**src/design/assert_macros.svh**
```systemverilog
// assertion macros shared by the clock calendar rtl
`ifndef ASSERT_MACROS_SVH
`define ASSERT_MACROS_SVH

// property that must hold at every clock edge out of reset
`define CCC_ASSERT(lbl, clk, rstn, prop, msg) \
    lbl: assert property (@(posedge clk) disable iff (!rstn) (prop)) \
        else $error(msg);

// consequent must hold in the cycle after the antecedent
`define CCC_ASSERT_NEXT(lbl, clk, rstn, ante, cons, msg) \
    lbl: assert property (@(posedge clk) disable iff (!rstn) (ante) |=> (cons)) \
        else $error(msg);

`endif

```
**src/design/ccc_pkg.sv**
```systemverilog
// types, constants and calendar functions for the clock calendar counter
`default_nettype none

package ccc_pkg;

    localparam int TICK_COUNT_BITS = 32;
    localparam int TICK_OUT_W      = 32;
    localparam int YEAR_W          = 14;
    localparam int SET_W           = 7;
    localparam int OP_W            = 2;
    localparam int CFG_ADDR_W      = 1;
    localparam int S_TDATA_W       = 48;
    localparam int M_TDATA_W       = 72;

    localparam logic [YEAR_W-1:0] YEAR_TOP   = 14'd9999;
    localparam logic [YEAR_W-1:0] RESET_YEAR = 14'd2000;

    localparam logic [OP_W-1:0] OP_TICK     = 2'd0;
    localparam logic [OP_W-1:0] OP_SET_TIME = 2'd1;
    localparam logic [OP_W-1:0] OP_SET_DATE = 2'd2;

    localparam logic [CFG_ADDR_W-1:0] CFG_YEAR_LO = 1'b0;
    localparam logic [CFG_ADDR_W-1:0] CFG_YEAR_HI = 1'b1;

    typedef struct packed {
        logic [OP_W-1:0]   op;
        logic [SET_W-1:0]  set_hour;
        logic [SET_W-1:0]  set_minute;
        logic [SET_W-1:0]  set_day;
        logic [SET_W-1:0]  set_month;
        logic [YEAR_W-1:0] set_year;
    } item_t;

    typedef struct packed {
        logic [4:0] hour;
        logic [5:0] minute;
        logic [5:0] second;
    } time_t;

    typedef struct packed {
        logic [4:0]        day;
        logic [3:0]        month;
        logic [YEAR_W-1:0] year;
    } date_t;

    // divisibility by 25 through a reciprocal multiply, exact below 2^14
    function automatic logic div_by_25(input logic [YEAR_W-1:0] y);
        logic [29:0] prod;
        logic [9:0]  q;
        logic [14:0] q25;
        prod = 30'(y) * 30'd20972;
        q    = prod[28:19];
        q25  = 15'({q, 4'b0000}) + 15'({q, 3'b000}) + 15'(q);
        return q25 == 15'(y);
    endfunction

    // gregorian rule, with 100 = 4 * 25 and 400 = 16 * 25
    function automatic logic is_leap(input logic [YEAR_W-1:0] y);
        return (y[1:0] == 2'b00) && (!div_by_25(y) || (y[3:0] == 4'b0000));
    endfunction

    function automatic logic [4:0] days_in(input logic [3:0] month, input logic leap);
        logic [4:0] dim;
        case (month)
            4'd2: begin
                dim = leap ? 5'd29 : 5'd28;
            end
            4'd4, 4'd6, 4'd9, 4'd11: begin
                dim = 5'd30;
            end
            default: begin
                dim = 5'd31;
            end
        endcase
        return dim;
    endfunction

endpackage

`default_nettype wire

```
**src/design/clock_calendar_counter.sv**
```systemverilog
// clock calendar counter top level: input stage, time and date units, result stage
//
//  channel   | ports                          | beat contents
//  ----------+--------------------------------+-------------------------------------
//  input     | s_tvalid s_tready s_tdata s_tuser | op in tuser, set values in tdata
//  result    | m_tvalid m_tready m_tdata      | time, date and tick count
//  config    | cfg_we cfg_addr cfg_wdata      | low and high year limits
//
// input register, then result register; one item per cycle unless the result
// stalls: the time and date update is one pass of logic off the input register
// synchronous active-low reset clears the clock to 00:00:00, 1 Jan 2000, ticks 0
// a stalled result holds the result register; the input register takes beats while it
// is empty or the result register is free or being drained
`default_nettype none

module clock_calendar_counter (
    input  wire logic                               aclk,
    input  wire logic                               aresetn,
    input  wire logic                               s_tvalid,
    output      logic                               s_tready,
    // set_hour[6:0] set_minute[13:7] set_day[20:14] set_month[27:21] set_year[41:28]
    input  wire logic [ccc_pkg::S_TDATA_W-1:0]      s_tdata,
    // op[1:0]
    input  wire logic [ccc_pkg::OP_W-1:0]           s_tuser,
    output      logic                               m_tvalid,
    input  wire logic                               m_tready,
    // hour[4:0] minute[10:5] second[16:11] day[21:17] month[25:22] year[39:26]
    // tick_count[71:40]
    output      logic [ccc_pkg::M_TDATA_W-1:0]      m_tdata,
    input  wire logic                               cfg_we,
    input  wire logic [ccc_pkg::CFG_ADDR_W-1:0]     cfg_addr,
    input  wire logic [ccc_pkg::YEAR_W-1:0]         cfg_wdata
);

    logic                                 in_vld_reg;
    ccc_pkg::item_t                       item_reg;
    logic                                 out_vld_reg;
    logic [ccc_pkg::M_TDATA_W-1:0]        out_data_reg;
    logic                                 advance;
    logic                                 fire;
    logic                                 s_accept;
    logic                                 day_adv;
    ccc_pkg::time_t                       time_next;
    ccc_pkg::date_t                       date_next;
    logic [ccc_pkg::TICK_OUT_W-1:0]       tick_next;

    assign advance  = !out_vld_reg || m_tready;
    assign fire     = in_vld_reg && advance;
    assign s_tready = !in_vld_reg || advance;
    assign s_accept = s_tvalid && s_tready;

    always_ff @(posedge aclk) begin
        if (!aresetn) begin
            in_vld_reg <= 1'b0;
        end else if (s_tready) begin
            in_vld_reg <= s_tvalid;
        end
    end

    always_ff @(posedge aclk) begin
        if (s_accept) begin
            item_reg.op         <= s_tuser;
            item_reg.set_hour   <= s_tdata[6:0];
            item_reg.set_minute <= s_tdata[13:7];
            item_reg.set_day    <= s_tdata[20:14];
            item_reg.set_month  <= s_tdata[27:21];
            item_reg.set_year   <= s_tdata[41:28];
        end
    end

    ccc_time_unit u_time (
        .aclk      (aclk),
        .aresetn   (aresetn),
        .fire      (fire),
        .item      (item_reg),
        .time_next (time_next),
        .tick_next (tick_next),
        .day_adv   (day_adv)
    );

    ccc_date_unit u_date (
        .aclk      (aclk),
        .aresetn   (aresetn),
        .cfg_we    (cfg_we),
        .cfg_addr  (cfg_addr),
        .cfg_wdata (cfg_wdata),
        .fire      (fire),
        .item      (item_reg),
        .day_adv   (day_adv),
        .date_next (date_next)
    );

    always_ff @(posedge aclk) begin
        if (!aresetn) begin
            out_vld_reg <= 1'b0;
        end else if (advance) begin
            out_vld_reg <= in_vld_reg;
        end
    end

    always_ff @(posedge aclk) begin
        if (fire) begin
            out_data_reg <= {tick_next, date_next.year, date_next.month, date_next.day,
                             time_next.second, time_next.minute, time_next.hour};
        end
    end

    assign m_tvalid = out_vld_reg;
    assign m_tdata  = out_data_reg;

endmodule

`default_nettype wire

```
**src/design/ccc_time_unit.sv**
```systemverilog
// time of day and tick counter registers with their update logic
`default_nettype none

`include "assert_macros.svh"

module ccc_time_unit (
    input  wire logic                       aclk,
    input  wire logic                       aresetn,
    input  wire logic                       fire,
    input  wire ccc_pkg::item_t             item,
    output      ccc_pkg::time_t             time_next,
    output      logic [ccc_pkg::TICK_OUT_W-1:0] tick_next,
    output      logic                       day_adv
);

    ccc_pkg::time_t                         time_reg;
    logic [ccc_pkg::TICK_COUNT_BITS-1:0]    tick_reg;
    logic [ccc_pkg::TICK_COUNT_BITS-1:0]    tick_reg_next;
    logic                                   wrap_sec;
    logic                                   wrap_min;
    logic                                   wrap_hour;
    logic                                   is_tick;

    assign is_tick   = (item.op == ccc_pkg::OP_TICK);
    assign wrap_sec  = (time_reg.second >= 6'd59);
    assign wrap_min  = wrap_sec && (time_reg.minute >= 6'd59);
    assign wrap_hour = wrap_min && (time_reg.hour >= 5'd23);
    assign day_adv   = is_tick && wrap_hour;

    always_comb begin
        time_next     = time_reg;
        tick_reg_next = tick_reg;
        case (item.op)
            ccc_pkg::OP_TICK: begin
                tick_reg_next    = tick_reg + 1'b1;
                time_next.second = wrap_sec ? 6'd0 : time_reg.second + 6'd1;
                if (wrap_sec) begin
                    time_next.minute = wrap_min ? 6'd0 : time_reg.minute + 6'd1;
                end
                if (wrap_min) begin
                    time_next.hour = wrap_hour ? 5'd0 : time_reg.hour + 5'd1;
                end
            end
            ccc_pkg::OP_SET_TIME: begin
                time_next.hour   = (item.set_hour > 7'd23) ? 5'd23 : item.set_hour[4:0];
                time_next.minute = (item.set_minute > 7'd59) ? 6'd59 : item.set_minute[5:0];
                time_next.second = 6'd0;
            end
            default: begin
            end
        endcase
    end

    assign tick_next = ccc_pkg::TICK_OUT_W'(tick_reg_next);

    always_ff @(posedge aclk) begin
        if (!aresetn) begin
            time_reg <= '0;
            tick_reg <= '0;
        end else if (fire) begin
            time_reg <= time_next;
            tick_reg <= tick_reg_next;
        end
    end

    `CCC_ASSERT_NEXT(a_sec_step, aclk, aresetn, fire && is_tick && !wrap_sec, time_reg.second == $past(time_reg.second) + 6'd1, "second did not step on a tick")
    `CCC_ASSERT_NEXT(a_tick_hold, aclk, aresetn, !(fire && is_tick), tick_reg == $past(tick_reg), "tick counter moved without a tick")

endmodule

`default_nettype wire

```
**src/design/ccc_date_unit.sv**
```systemverilog
// calendar registers, year limits and the date update logic
`default_nettype none

`include "assert_macros.svh"

module ccc_date_unit (
    input  wire logic                           aclk,
    input  wire logic                           aresetn,
    input  wire logic                           cfg_we,
    input  wire logic [ccc_pkg::CFG_ADDR_W-1:0] cfg_addr,
    input  wire logic [ccc_pkg::YEAR_W-1:0]     cfg_wdata,
    input  wire logic                           fire,
    input  wire ccc_pkg::item_t                 item,
    input  wire logic                           day_adv,
    output      ccc_pkg::date_t                 date_next
);

    ccc_pkg::date_t               date_reg;
    logic [ccc_pkg::YEAR_W-1:0]   year_lo_reg;
    logic [ccc_pkg::YEAR_W-1:0]   year_hi_reg;
    logic [4:0]                   dim_cur;
    logic [ccc_pkg::YEAR_W-1:0]   lo_year;
    logic [ccc_pkg::YEAR_W-1:0]   hi_year;
    logic [ccc_pkg::YEAR_W-1:0]   set_year_c;
    logic [3:0]                   set_month_c;
    logic [4:0]                   dim_set;
    logic [4:0]                   set_day_c;
    logic                         day_ok;
    logic                         month_ok;

    assign dim_cur = ccc_pkg::days_in(date_reg.month, ccc_pkg::is_leap(date_reg.year));

    // clamp order: year, then month, then day against the clamped month and year
    always_comb begin
        lo_year = (year_lo_reg > ccc_pkg::YEAR_TOP) ? ccc_pkg::YEAR_TOP : year_lo_reg;
        hi_year = (year_hi_reg > ccc_pkg::YEAR_TOP) ? ccc_pkg::YEAR_TOP : year_hi_reg;
        set_year_c = item.set_year;
        if (item.set_year < lo_year) begin
            set_year_c = lo_year;
        end
        if (item.set_year > hi_year) begin
            set_year_c = hi_year;
        end
        if (item.set_month == 7'd0) begin
            set_month_c = 4'd1;
        end else if (item.set_month > 7'd12) begin
            set_month_c = 4'd12;
        end else begin
            set_month_c = item.set_month[3:0];
        end
        dim_set = ccc_pkg::days_in(set_month_c, ccc_pkg::is_leap(set_year_c));
        if (item.set_day == 7'd0) begin
            set_day_c = 5'd1;
        end else if (item.set_day > 7'(dim_set)) begin
            set_day_c = dim_set;
        end else begin
            set_day_c = item.set_day[4:0];
        end
    end

    always_comb begin
        date_next = date_reg;
        case (item.op)
            ccc_pkg::OP_SET_DATE: begin
                date_next.year  = set_year_c;
                date_next.month = set_month_c;
                date_next.day   = set_day_c;
            end
            default: begin
                if (day_adv) begin
                    if (date_reg.day < dim_cur) begin
                        date_next.day = date_reg.day + 5'd1;
                    end else begin
                        date_next.day = 5'd1;
                        if (date_reg.month < 4'd12) begin
                            date_next.month = date_reg.month + 4'd1;
                        end else begin
                            date_next.month = 4'd1;
                            date_next.year  = (date_reg.year >= ccc_pkg::YEAR_TOP) ?
                                              '0 : date_reg.year + 1'b1;
                        end
                    end
                end
            end
        endcase
    end

    always_ff @(posedge aclk) begin
        if (!aresetn) begin
            date_reg.day   <= 5'd1;
            date_reg.month <= 4'd1;
            date_reg.year  <= ccc_pkg::RESET_YEAR;
        end else if (fire) begin
            date_reg <= date_next;
        end
    end

    always_ff @(posedge aclk) begin
        if (!aresetn) begin
            year_lo_reg <= '0;
            year_hi_reg <= ccc_pkg::YEAR_TOP;
        end else if (cfg_we) begin
            case (cfg_addr)
                ccc_pkg::CFG_YEAR_LO: begin
                    year_lo_reg <= cfg_wdata;
                end
                ccc_pkg::CFG_YEAR_HI: begin
                    year_hi_reg <= cfg_wdata;
                end
                default: begin
                end
            endcase
        end
    end

    assign day_ok   = (date_reg.day >= 5'd1) && (date_reg.day <= dim_cur);
    assign month_ok = (date_reg.month >= 4'd1) && (date_reg.month <= 4'd12);

    `CCC_ASSERT(a_day_range, aclk, aresetn, day_ok, "day outside its month")
    `CCC_ASSERT(a_month_range, aclk, aresetn, month_ok, "month out of range")

endmodule

`default_nettype wire
```
**config.mk**
```make
export PLATFORM = sky130hd
export DESIGN_NAME = clock_calendar_counter
export DESIGN_NICKNAME = d
export VERILOG_FILES = /design/src/design/ccc_pkg.sv /design/src/design/clock_calendar_counter.sv /design/src/design/ccc_time_unit.sv /design/src/design/ccc_date_unit.sv
export VERILOG_INCLUDE_DIRS = /design/src /design/src/design
export SDC_FILE = /design/constraint.sdc
export NUM_CORES = 1
export LEC_CHECK = 0
export BUFFER_PORTS_ARGS = -buffer_cell sky130_fd_sc_hd__buf_2
export CORE_MARGIN = 4
export CORE_UTILIZATION = 50
export DETAILED_ROUTE_END_ITERATION = 8
export MAX_ROUTING_LAYER = met4
export PLACE_DENSITY_LB_ADDON = 0.12
export REMOVE_ABC_BUFFERS = 1
export SLEW_MARGIN = 0
export SYNTH_ARGS = -nofsm -noshare
export SYNTH_HDL_FRONTEND = slang
export SYNTH_SLANG_ARGS = --single-unit
```
**constraint.sdc**
```tcl
create_clock -name aclk -period 18.7 [get_ports aclk]
set_input_delay 3.74 -clock aclk [delete_from_list [all_inputs] [get_ports aclk]]
set_output_delay 3.74 -clock aclk [all_outputs]
set_load 0.05 [all_outputs]
```
==> impl_metrics.env, run 1 <==
export IMPL_post_cts_setup_buffers=0
export IMPL_synth_cell_types=82
export IMPL_cts_made_buffers=26
export IMPL_fin_util_pct=55.9
export IMPL_drt_wl_total_um=46400
export IMPL_start_util_pct=50.7
export IMPL_die_x_um=206
export IMPL_vias=14929
export IMPL_critPathMaxStageDelay_ns=0.91
export IMPL_areaGrowthSynthToFinish_pct=10.5
export IMPL_crit_type="flip-flop to flip-flop"
export IMPL_pin_count=144
export IMPL_cts_hold_buf=0
export IMPL_drive_gt1_share_pct=10.3
export IMPL_max_cap_viol_count=0
export IMPL_slew_violations=0
export IMPL_status="complete, no violations"
export IMPL_num_rows=72
export IMPL_port_buffers=137
export IMPL_die_area_um2=42400
export IMPL_cts_sinks=218
export IMPL_clock_latency_ns=0.55
export IMPL_cts_tree="built"
export IMPL_num_fill_cells=3502
export IMPL_fin_crit_sh_pct=83.9
export IMPL_grt_max_degree=74
export IMPL_dpl_hpwl_um=36600
export IMPL_cp_required_ns=19.11
export IMPL_wl_per_cell_um=16.8
export IMPL_netlist_area_um2=19600
export IMPL_period_needed_ns=15.68
export IMPL_cp_max_fo=19
export IMPL_gr_total_overflow=0
export IMPL_synth_edf_count=116
export IMPL_drc_errors=0
export IMPL_grt_pass1_wl_um=75500
export IMPL_synth_ff_type="edfxtp_1"
export IMPL_core_area_um2=38600
export IMPL_netlist_instances=2098
export IMPL_clockBufferDepth=3
export IMPL_critPathCaptureType="flip-flop"
export IMPL_grt_usage_pct=22.5
export IMPL_dr_pass1_iters=5
export IMPL_yosysSeqAreaShare_pct=28.2
export IMPL_ys_warn_count=0
export IMPL_tns_ns=0
export IMPL_async_reset_ff_share_pct=0
export IMPL_gp_congestion=0.889
export IMPL_synth_ff_latch_count=218
export IMPL_die_h_um=206
export IMPL_rsz0062_at_grt="no"
export IMPL_grt_pass1_vias=14904
export IMPL_hold_viol=0
export IMPL_fin_skew_ns=0.0312
export IMPL_crit_arrival_ns=16.10
export IMPL_clkSlewWorstSetupHoldPaths_ns=0.06
export IMPL_drtIter0Drc=885
export IMPL_startpoint_type="flip-flop"
export IMPL_antenna_found_initial=1
export IMPL_relSlewSlack_pct=23.5
export IMPL_vias_per_cell=5.41
export IMPL_max_freq_mhz=63.8
export IMPL_largest_reg_flops=72
export IMPL_post_cts_resize_count=0
export IMPL_ant_nets=0
export IMPL_finalSetupViolations=0
export IMPL_cts_root_buffer="clkbuf_16"
export IMPL_slowest_stage="a2111oi_0"
export IMPL_h_tree_depth=1
export IMPL_tightest_slew_ns=1.14
export IMPL_nets=2683
export IMPL_syn_area_per_cell_um2=9.33
export IMPL_worstHoldPathType="flip-flop to flip-flop"
[synthesized netlist by cell type (all sizes together) (27+ instances only)]
| cell | number | area share [%] |
|---|---|---|
| a21boi | 44 | 1.7 |
| a21o | 27 | 1.0 |
| edfxtp | 116 | 18 |
| and2 | 44 | 1.4 |
| nor2 | 144 | 2.8 |
| o21ai | 99 | 2.6 |
| a21oi | 75 | 1.9 |
| nor3 | 36 | 0.98 |
| inv | 277 | 5.3 |
| xor2 | 44 | 2.0 |
| nand3 | 47 | 1.2 |
| fa | 129 | 13 |
| ha | 265 | 17 |
| dfxtp | 102 | 10 |
| clkbuf | 49 | 0.94 |
| xnor2 | 83 | 3.7 |
| nand2 | 214 | 4.1 |
[layout by cell type, fill, tap and decap left out, drive strengths merged, types with 6 or more instances in the layout]
master,n
xnor2,83
o2111ai,6
mux2i,10
a31oi,14
xor2,44
nor3b,9
and3,24
dfxtp,102
nor3,36
fa,129
nand3,47
o21ai,99
a21oi,75
o31ai,12
nor4,11
o21a,24
buf,150
nand2,214
edfxtp,116
o211ai,13
nand4,19
a21boi,44
and2,44
clkbuf,37
and4,6
nand2b,13
a21o,27
inv,280
nor2b,17
ha,265
nor2,144
or2,12
or3,12
o22ai,6
o311ai,6
mux2,8
a2111oi,7
a221oi,7
[logic make-up (layout without fill, tap and decap cells)]
family / after synthesis / count (layout) / synth area share (%)
buffers and inverters: 335 / 476 / 6.55
xor gates and xnor gates: 129 / 129 / 5.91
adders and majority gates: 397 / 397 / 30.3
DFF: 218 / 218 / 28.2
other: 0 / 1 / 0
and+or+nand+nor: 618 / 618 / 15.0
AOI/OAI and AO/OA: 383 / 383 / 13.0
muxes: 18 / 18 / 1.04
[layout make-up]
cell class | count | area, µm² | share of cell area (%)
repair buffers | 150 | 783 | 3.62
inverters | 278 | 1050 | 4.84
clock inverters | 11 | 130 | 0.602
multi-input cells | 1545 | 12800 | 59.1
diodes | 1 | 2.50 | 0.0116
clock buffers | 37 | 712 | 3.29
well taps | 518 | 648 | 3.00
flip-flops and latches | 218 | 5530 | 25.6
[path summary, 6_finish.rpt]
path         slack, ns             startpoint                   to  depth (start not counted)
min reg2reg       0.49    u_time.time_reg[16]  u_time.time_reg[16]                          2
min               0.49    u_time.time_reg[16]  u_time.time_reg[16]                          2
max               3.02  u_date.year_lo_reg[4]          m_tdata[17]                         56
max reg2reg       3.02  u_date.year_lo_reg[4]          m_tdata[17]                         56
[per-stage QoR]
stage | setup WS (ns) | cells | hold slack, ns | cell area (µm²)
floorplan | 5.36 | 2041 | 0.438 | 19300
global placement | 3.31 | 2709 | 0.477 | 20800
detailed placement | 3.08 | 2709 | 0.479 | 20800
CTS | 3.03 | 2757 | 0.491 | 21600
global route | 1.83 | 2758 | 0.509 | 21600
finish | 3.02 | 2758 | 0.491 | 21600
[worst max-delay path, delay by kind of cell (launching register included)]
| kind | cells | cell delay [ns] |
|---|---|---|
| flip-flops | 1 | 0.34 |
| adder cells (fa/ha/maj) | 9 | 3.69 |
| XOR/XNOR | 2 | 0.61 |
| AO/OA/AOI/OAI | 22 | 5.53 |
| multiplexers | 1 | 0.46 |
| AND/OR/NAND/NOR | 17 | 4.41 |
| buffers and inverters | 5 | 0.54 |
[layer usage]
layer	wire length, µm	track usage (%)	vias to the layer above
li1	-	-	7415
met1	20700	29.1	7146
met2	22800	38.5	292
met3	1570	2.10	76
met4	1280	5.56	0
met5	0	-	-
Power of run 1 is not shown: default switching activity piles up to over one toggle a cycle in this logic, so the estimate is an artifact.
==> run 2, diff against run 1 <==
==> constraint.sdc (replaced) <==
create_clock -name aclk -period 13.9 [get_ports aclk]
set_input_delay 2.78 -clock aclk [delete_from_list [all_inputs] [get_ports aclk]]
set_output_delay 2.78 -clock aclk [all_outputs]
set_load 0.05 [all_outputs]
==> impl_metrics.env, run 2 (synthesis gave the netlist of run 1 again) <==
export IMPL_cts_made_buffers=26
export IMPL_drt_wl_total_um=47400
export IMPL_max_cap_viol_count=0
export IMPL_cts_root_buffer="clkbuf_16"
export IMPL_slowest_stage="or4_4"
export IMPL_min_from="u_time.time_reg[16]"
export IMPL_hold_viol=0
export IMPL_slew_violations=0
export IMPL_h_tree_depth=1
export IMPL_min_path_cells=2
export IMPL_worst_slack_ns=0.777
export IMPL_grt_max_degree=94
export IMPL_reg2reg_to="m_tdata[17]"
export IMPL_num_fill_cells=3479
export IMPL_die_h_um=206
export IMPL_gr_total_overflow=0
export IMPL_clock_latency_ns=0.54
export IMPL_cp_max_fo=5
export IMPL_vias=15172
export IMPL_critPathCaptureType="flip-flop"
export IMPL_rrSetupSlack_ns=0.78
export IMPL_start_util_pct=50.7
export IMPL_tightest_slew_ns=1.09
export IMPL_dr_pass1_iters=5
export IMPL_clkSlewWorstSetupHoldPaths_ns=0.06
export IMPL_vias_per_cell=5.40
export IMPL_cts_hold_buf=0
export IMPL_reg2reg_depth=60
export IMPL_die_x_um=206
export IMPL_ant_nets=0
export IMPL_wl_per_cell_um=16.9
export IMPL_final_cell_mix="277 x inv_1, 265 x ha_1, 214 x nand2_1"
export IMPL_finalSetupViolations=0
export IMPL_startpoint_type="flip-flop"
export IMPL_fin_crit_sh_pct=94.4
export IMPL_pin_count=144
export IMPL_max_freq_mhz=76.2
export IMPL_crit_type="flip-flop to flip-flop"
export IMPL_cts_sinks=218
export IMPL_grt_pass1_vias=15228
export IMPL_holdPathEnd="u_time.time_reg[16]"
export IMPL_fin_skew_ns=0.0170
export IMPL_crit_arrival_ns=13.52
export IMPL_drc_errors=0
export IMPL_areaGrowthSynthToFinish_pct=13.5
export IMPL_drive_gt1_share_pct=13.6
export IMPL_insertedDiodeCount=0
export IMPL_antenna_found_initial=0
export IMPL_relSlewSlack_pct=27.2
export IMPL_gp_congestion=0.872
export IMPL_grt_pass1_wl_um=76700
export IMPL_cp_required_ns=14.29
export IMPL_clockBufferDepth=3
export IMPL_nets=2738
export IMPL_drtIter0Drc=915
export IMPL_reg2reg_from="u_date.year_lo_reg[4]"
export IMPL_whs_ns=0.490
export IMPL_port_buffers=137
export IMPL_dp_worst_setup_slack_ns=-0.0702
export IMPL_dpl_hpwl_um=37500
export IMPL_status="complete, no violations"
export IMPL_layout_cells_most_common="inv_1"
export IMPL_num_rows=72
export IMPL_die_area_um2=42400
export IMPL_period_needed_ns=13.12
export IMPL_critPathMaxStageDelay_ns=0.56
export IMPL_grt_usage_pct=22.9
export IMPL_core_area_um2=38600
export IMPL_cts_tree="built"
export IMPL_worstHoldPathType="flip-flop to flip-flop"
export IMPL_largest_reg_flops=72
## run 2: final cells by class
cell class | instances | area, µm² | area share (%)
inverters | 278 | 1050 | 4.71
repair buffers | 205 | 1240 | 5.59
well taps | 518 | 648 | 2.92
flip-flops and latches | 218 | 5530 | 24.9
clock buffers | 35 | 726 | 3.27
multi-input cells | 1545 | 12900 | 58.2
clock inverters | 13 | 109 | 0.490
## run 2: how the worst max path moves through the flow
stage          slack (ns)     endpoint  cells after the start                   from
2_1_floorplan        0.56  m_tdata[17]                     55  u_date.year_lo_reg[4]
3_3_place_gp         0.14  m_tdata[17]                     59  u_date.year_lo_reg[4]
3_5_place_dp        -0.07  m_tdata[17]                     59  u_date.year_lo_reg[4]
4_1_cts             0.004  m_tdata[17]                     60  u_date.year_lo_reg[4]
5_1_grt             -0.03  m_tdata[17]                     60  u_date.year_lo_reg[4]
6_report             0.78  m_tdata[17]                     60  u_date.year_lo_reg[4]
## run 2: metal layers
metal	global-route usage, %	up-vias	routed length (µm)	part of all wire [%]
met1	29.7	7275	20900	44
met4	5.37	0	1270	2.7
met3	1.93	66	1720	3.6
li1	-	7537	-	-
met2	39.3	294	23500	50
met5	-	-	0	0
## run 2: metrics by stage
| step | cell area (µm²) | instances | util, % | setup TNS [ns] |
|---|---|---|---|---|
| 2_1_floorplan | 19300 | 2041 | - | 0 |
| 3_3_place_gp | 21200 | 2758 | 54.8 | 0 |
| 3_5_place_dp | 21200 | 2758 | 54.8 | -0.0702 |
| 4_1_cts | 22000 | 2808 | 57.0 | 0 |
| 5_1_grt | 22200 | 2812 | 57.5 | -0.0341 |
| 6_report | 22200 | 2812 | 57.5 | 0 |
## run 2: repair_timing
action | in CTS | in global routing
buffers inserted | 2 | 4
resized for setup | 0 | 46
endpoints found under the setup margin | 2 | 4
pin swaps | 2 | 10
## run 2: worst max-delay path, delay by kind of cell, from the launching register on
| family | cells | cell delay, ns |
|---|---|---|
| AOI/OAI and AO/OA | 22 | 3.72 |
| adders and majority gates | 9 | 3.49 |
| and+or+nand+nor | 16 | 3.34 |
| buffers and inverters | 10 | 1.15 |
| xor gates and xnor gates | 2 | 0.55 |
| muxes | 1 | 0.37 |
| DFF | 1 | 0.33 |
Power of run 2 is left out for the same reason.
==> run 3, diff against run 2 <==
--- a/config.mk
+++ b/config.mk
@@ -11,7 +11,7 @@
 export CORE_UTILIZATION = 50
 export DETAILED_ROUTE_END_ITERATION = 8
 export MAX_ROUTING_LAYER = met4
-export PLACE_DENSITY_LB_ADDON = 0.12
+export PLACE_DENSITY = 0.71
 export REMOVE_ABC_BUFFERS = 1
 export SLEW_MARGIN = 0
 export SYNTH_ARGS = -nofsm -noshare
==> impl_metrics.env, run 3 (synthesis gave the netlist of run 1 again) <==
export IMPL_status="complete, no violations"
export IMPL_cts_sinks=218
export IMPL_gr_total_overflow=0
export IMPL_final_cell_mix="277 x inv_1, 265 x ha_1, 214 x nand2_1"
export IMPL_slew_violations=0
export IMPL_crit_buf_inv=9
export IMPL_max_cap_viol_count=0
export IMPL_grt_pass1_wl_um=76300
export IMPL_num_rows=72
export IMPL_core_area_um2=38600
export IMPL_cts_made_buffers=24
export IMPL_die_h_um=206
export IMPL_vias_per_cell=5.47
export IMPL_gp_congestion=0.941
export IMPL_grt_max_degree=85
export IMPL_clkSlewWorstSetupHoldPaths_ns=0.06
export IMPL_stdcell_area_um2=22300
export IMPL_cp_required_ns=14.28
export IMPL_crit_type="flip-flop to flip-flop"
export IMPL_path_common_cell="ha_1"
export IMPL_die_area_um2=42400
export IMPL_critPathCaptureType="flip-flop"
export IMPL_tightest_slew_ns=1.11
export IMPL_cts_hold_buf=0
export IMPL_largest_reg_flops=72
export IMPL_fin_skew_ns=0.0231
export IMPL_grt_pass1_vias=15217
export IMPL_slowest_stage="or4_4"
export IMPL_pin_count=144
export IMPL_drtIter0Drc=1043
export IMPL_grt_usage_pct=22.6
export IMPL_drt_wl_total_um=47800
export IMPL_post_dp_cell_area_um2=21200
export IMPL_layout_cells_most_common="inv_1"
export IMPL_period_needed_ns=13.31
export IMPL_dr_pass1_iters=6
export IMPL_place_inst=2763
export IMPL_wl_per_cell_um=16.9
export IMPL_critPathMaxStageDelay_ns=0.56
export IMPL_relSlewSlack_pct=25.5
export IMPL_dpl_hpwl_um=37700
export IMPL_max_freq_mhz=75.1
export IMPL_startpoint_type="flip-flop"
export IMPL_vias=15407
export IMPL_crit_arrival_ns=13.69
export IMPL_num_fill_cells=3323
export IMPL_h_tree_depth=1
export IMPL_worstHoldPathType="flip-flop to flip-flop"
export IMPL_nets=2746
export IMPL_hold_viol=0
export IMPL_antenna_found_initial=0
export IMPL_cts_root_buffer="clkbuf_16"
export IMPL_ant_nets=0
export IMPL_clockBufferDepth=3
export IMPL_cp_top_family="compound AO/OA/AOI/OAI gates"
export IMPL_start_util_pct=50.7
export IMPL_cts_tree="built"
export IMPL_finalNonFillerCells=2818
export IMPL_die_x_um=206
export IMPL_fin_crit_sh_pct=95.7
export IMPL_port_buffers=137
export IMPL_areaGrowthSynthToFinish_pct=14.0
export IMPL_cp_max_fo=6
export IMPL_tns_ns=0
export IMPL_clock_latency_ns=0.52
export IMPL_drive_gt1_share_pct=13.8
export IMPL_insertedDiodeCount=0
export IMPL_finalSetupViolations=0
export IMPL_drc_errors=0
## run 3: cell types whose count changed in the layout (fill, tap and decap cells not counted), sizes merged
cell      previous run  this run
buf                205       214
bufinv               1         4
clkbuf              35        33
clkinvlp             3         1
clkinv               7         6
inv                280       279
## run 3: metal layers
| metal | track usage [%] | up-vias | wire (µm) |
|---|---|---|---|
| li1 | - | 7543 | - |
| met1 | 30.0 | 7386 | 20900 |
| met5 | - | - | 0 |
| met2 | 38.5 | 401 | 23700 |
| met3 | 1.88 | 77 | 2060 |
| met4 | 4.85 | 0 | 1120 |
## run 3: cell type report
cell class              count  area [µm²]  share of cell area [%]
multi-input cells        1545       12900                    58.0
flip-flops and latches    218        5530                    24.8
repair buffers            215        1320                    5.91
inverters                 278        1050                    4.69
clock buffers              32         672                    3.01
well taps                 518         648                    2.91
clock inverters            12         166                   0.746
## run 3: path summary, 6_finish.rpt
check / startpoint / end / slack [ns] / depth (start not counted)
max reg2reg: u_date.year_lo_reg[4] / m_tdata[17] / 0.59 / 58
min: u_date.year_lo_reg[1] / u_date.year_lo_reg[1] / 0.47 / 2
min reg2reg: u_date.year_lo_reg[1] / u_date.year_lo_reg[1] / 0.47 / 2
max: u_date.year_lo_reg[4] / m_tdata[17] / 0.59 / 58
## run 3: per-stage QoR
step / setup WS (ns) / hold slack, ns / util (%)
floorplan: 0.563 / 0.438 / -
global placement: 0.304 / 0.454 / 54.9
detailed placement: 0.0742 / 0.456 / 54.9
CTS: 0.0703 / 0.465 / 57.0
global route: -0.0833 / 0.489 / 57.7
finish: 0.593 / 0.469 / 57.7
## run 3: what timing repair did
item,in CTS,in global routing
hold endpoints to repair,0,0
gates cloned,0,1
pin swaps,0,15
gates resized for setup,1,44
endpoints found under the setup margin,1,4
buffers inserted,0,10
## run 3: tightest hold or removal path, stage by stage (launching register included)
cell and delay [ns]:
dfxtp_1 0.31, nand2_1 0.04, a21boi_0 0.07
Power of run 3 is left out for the same reason.
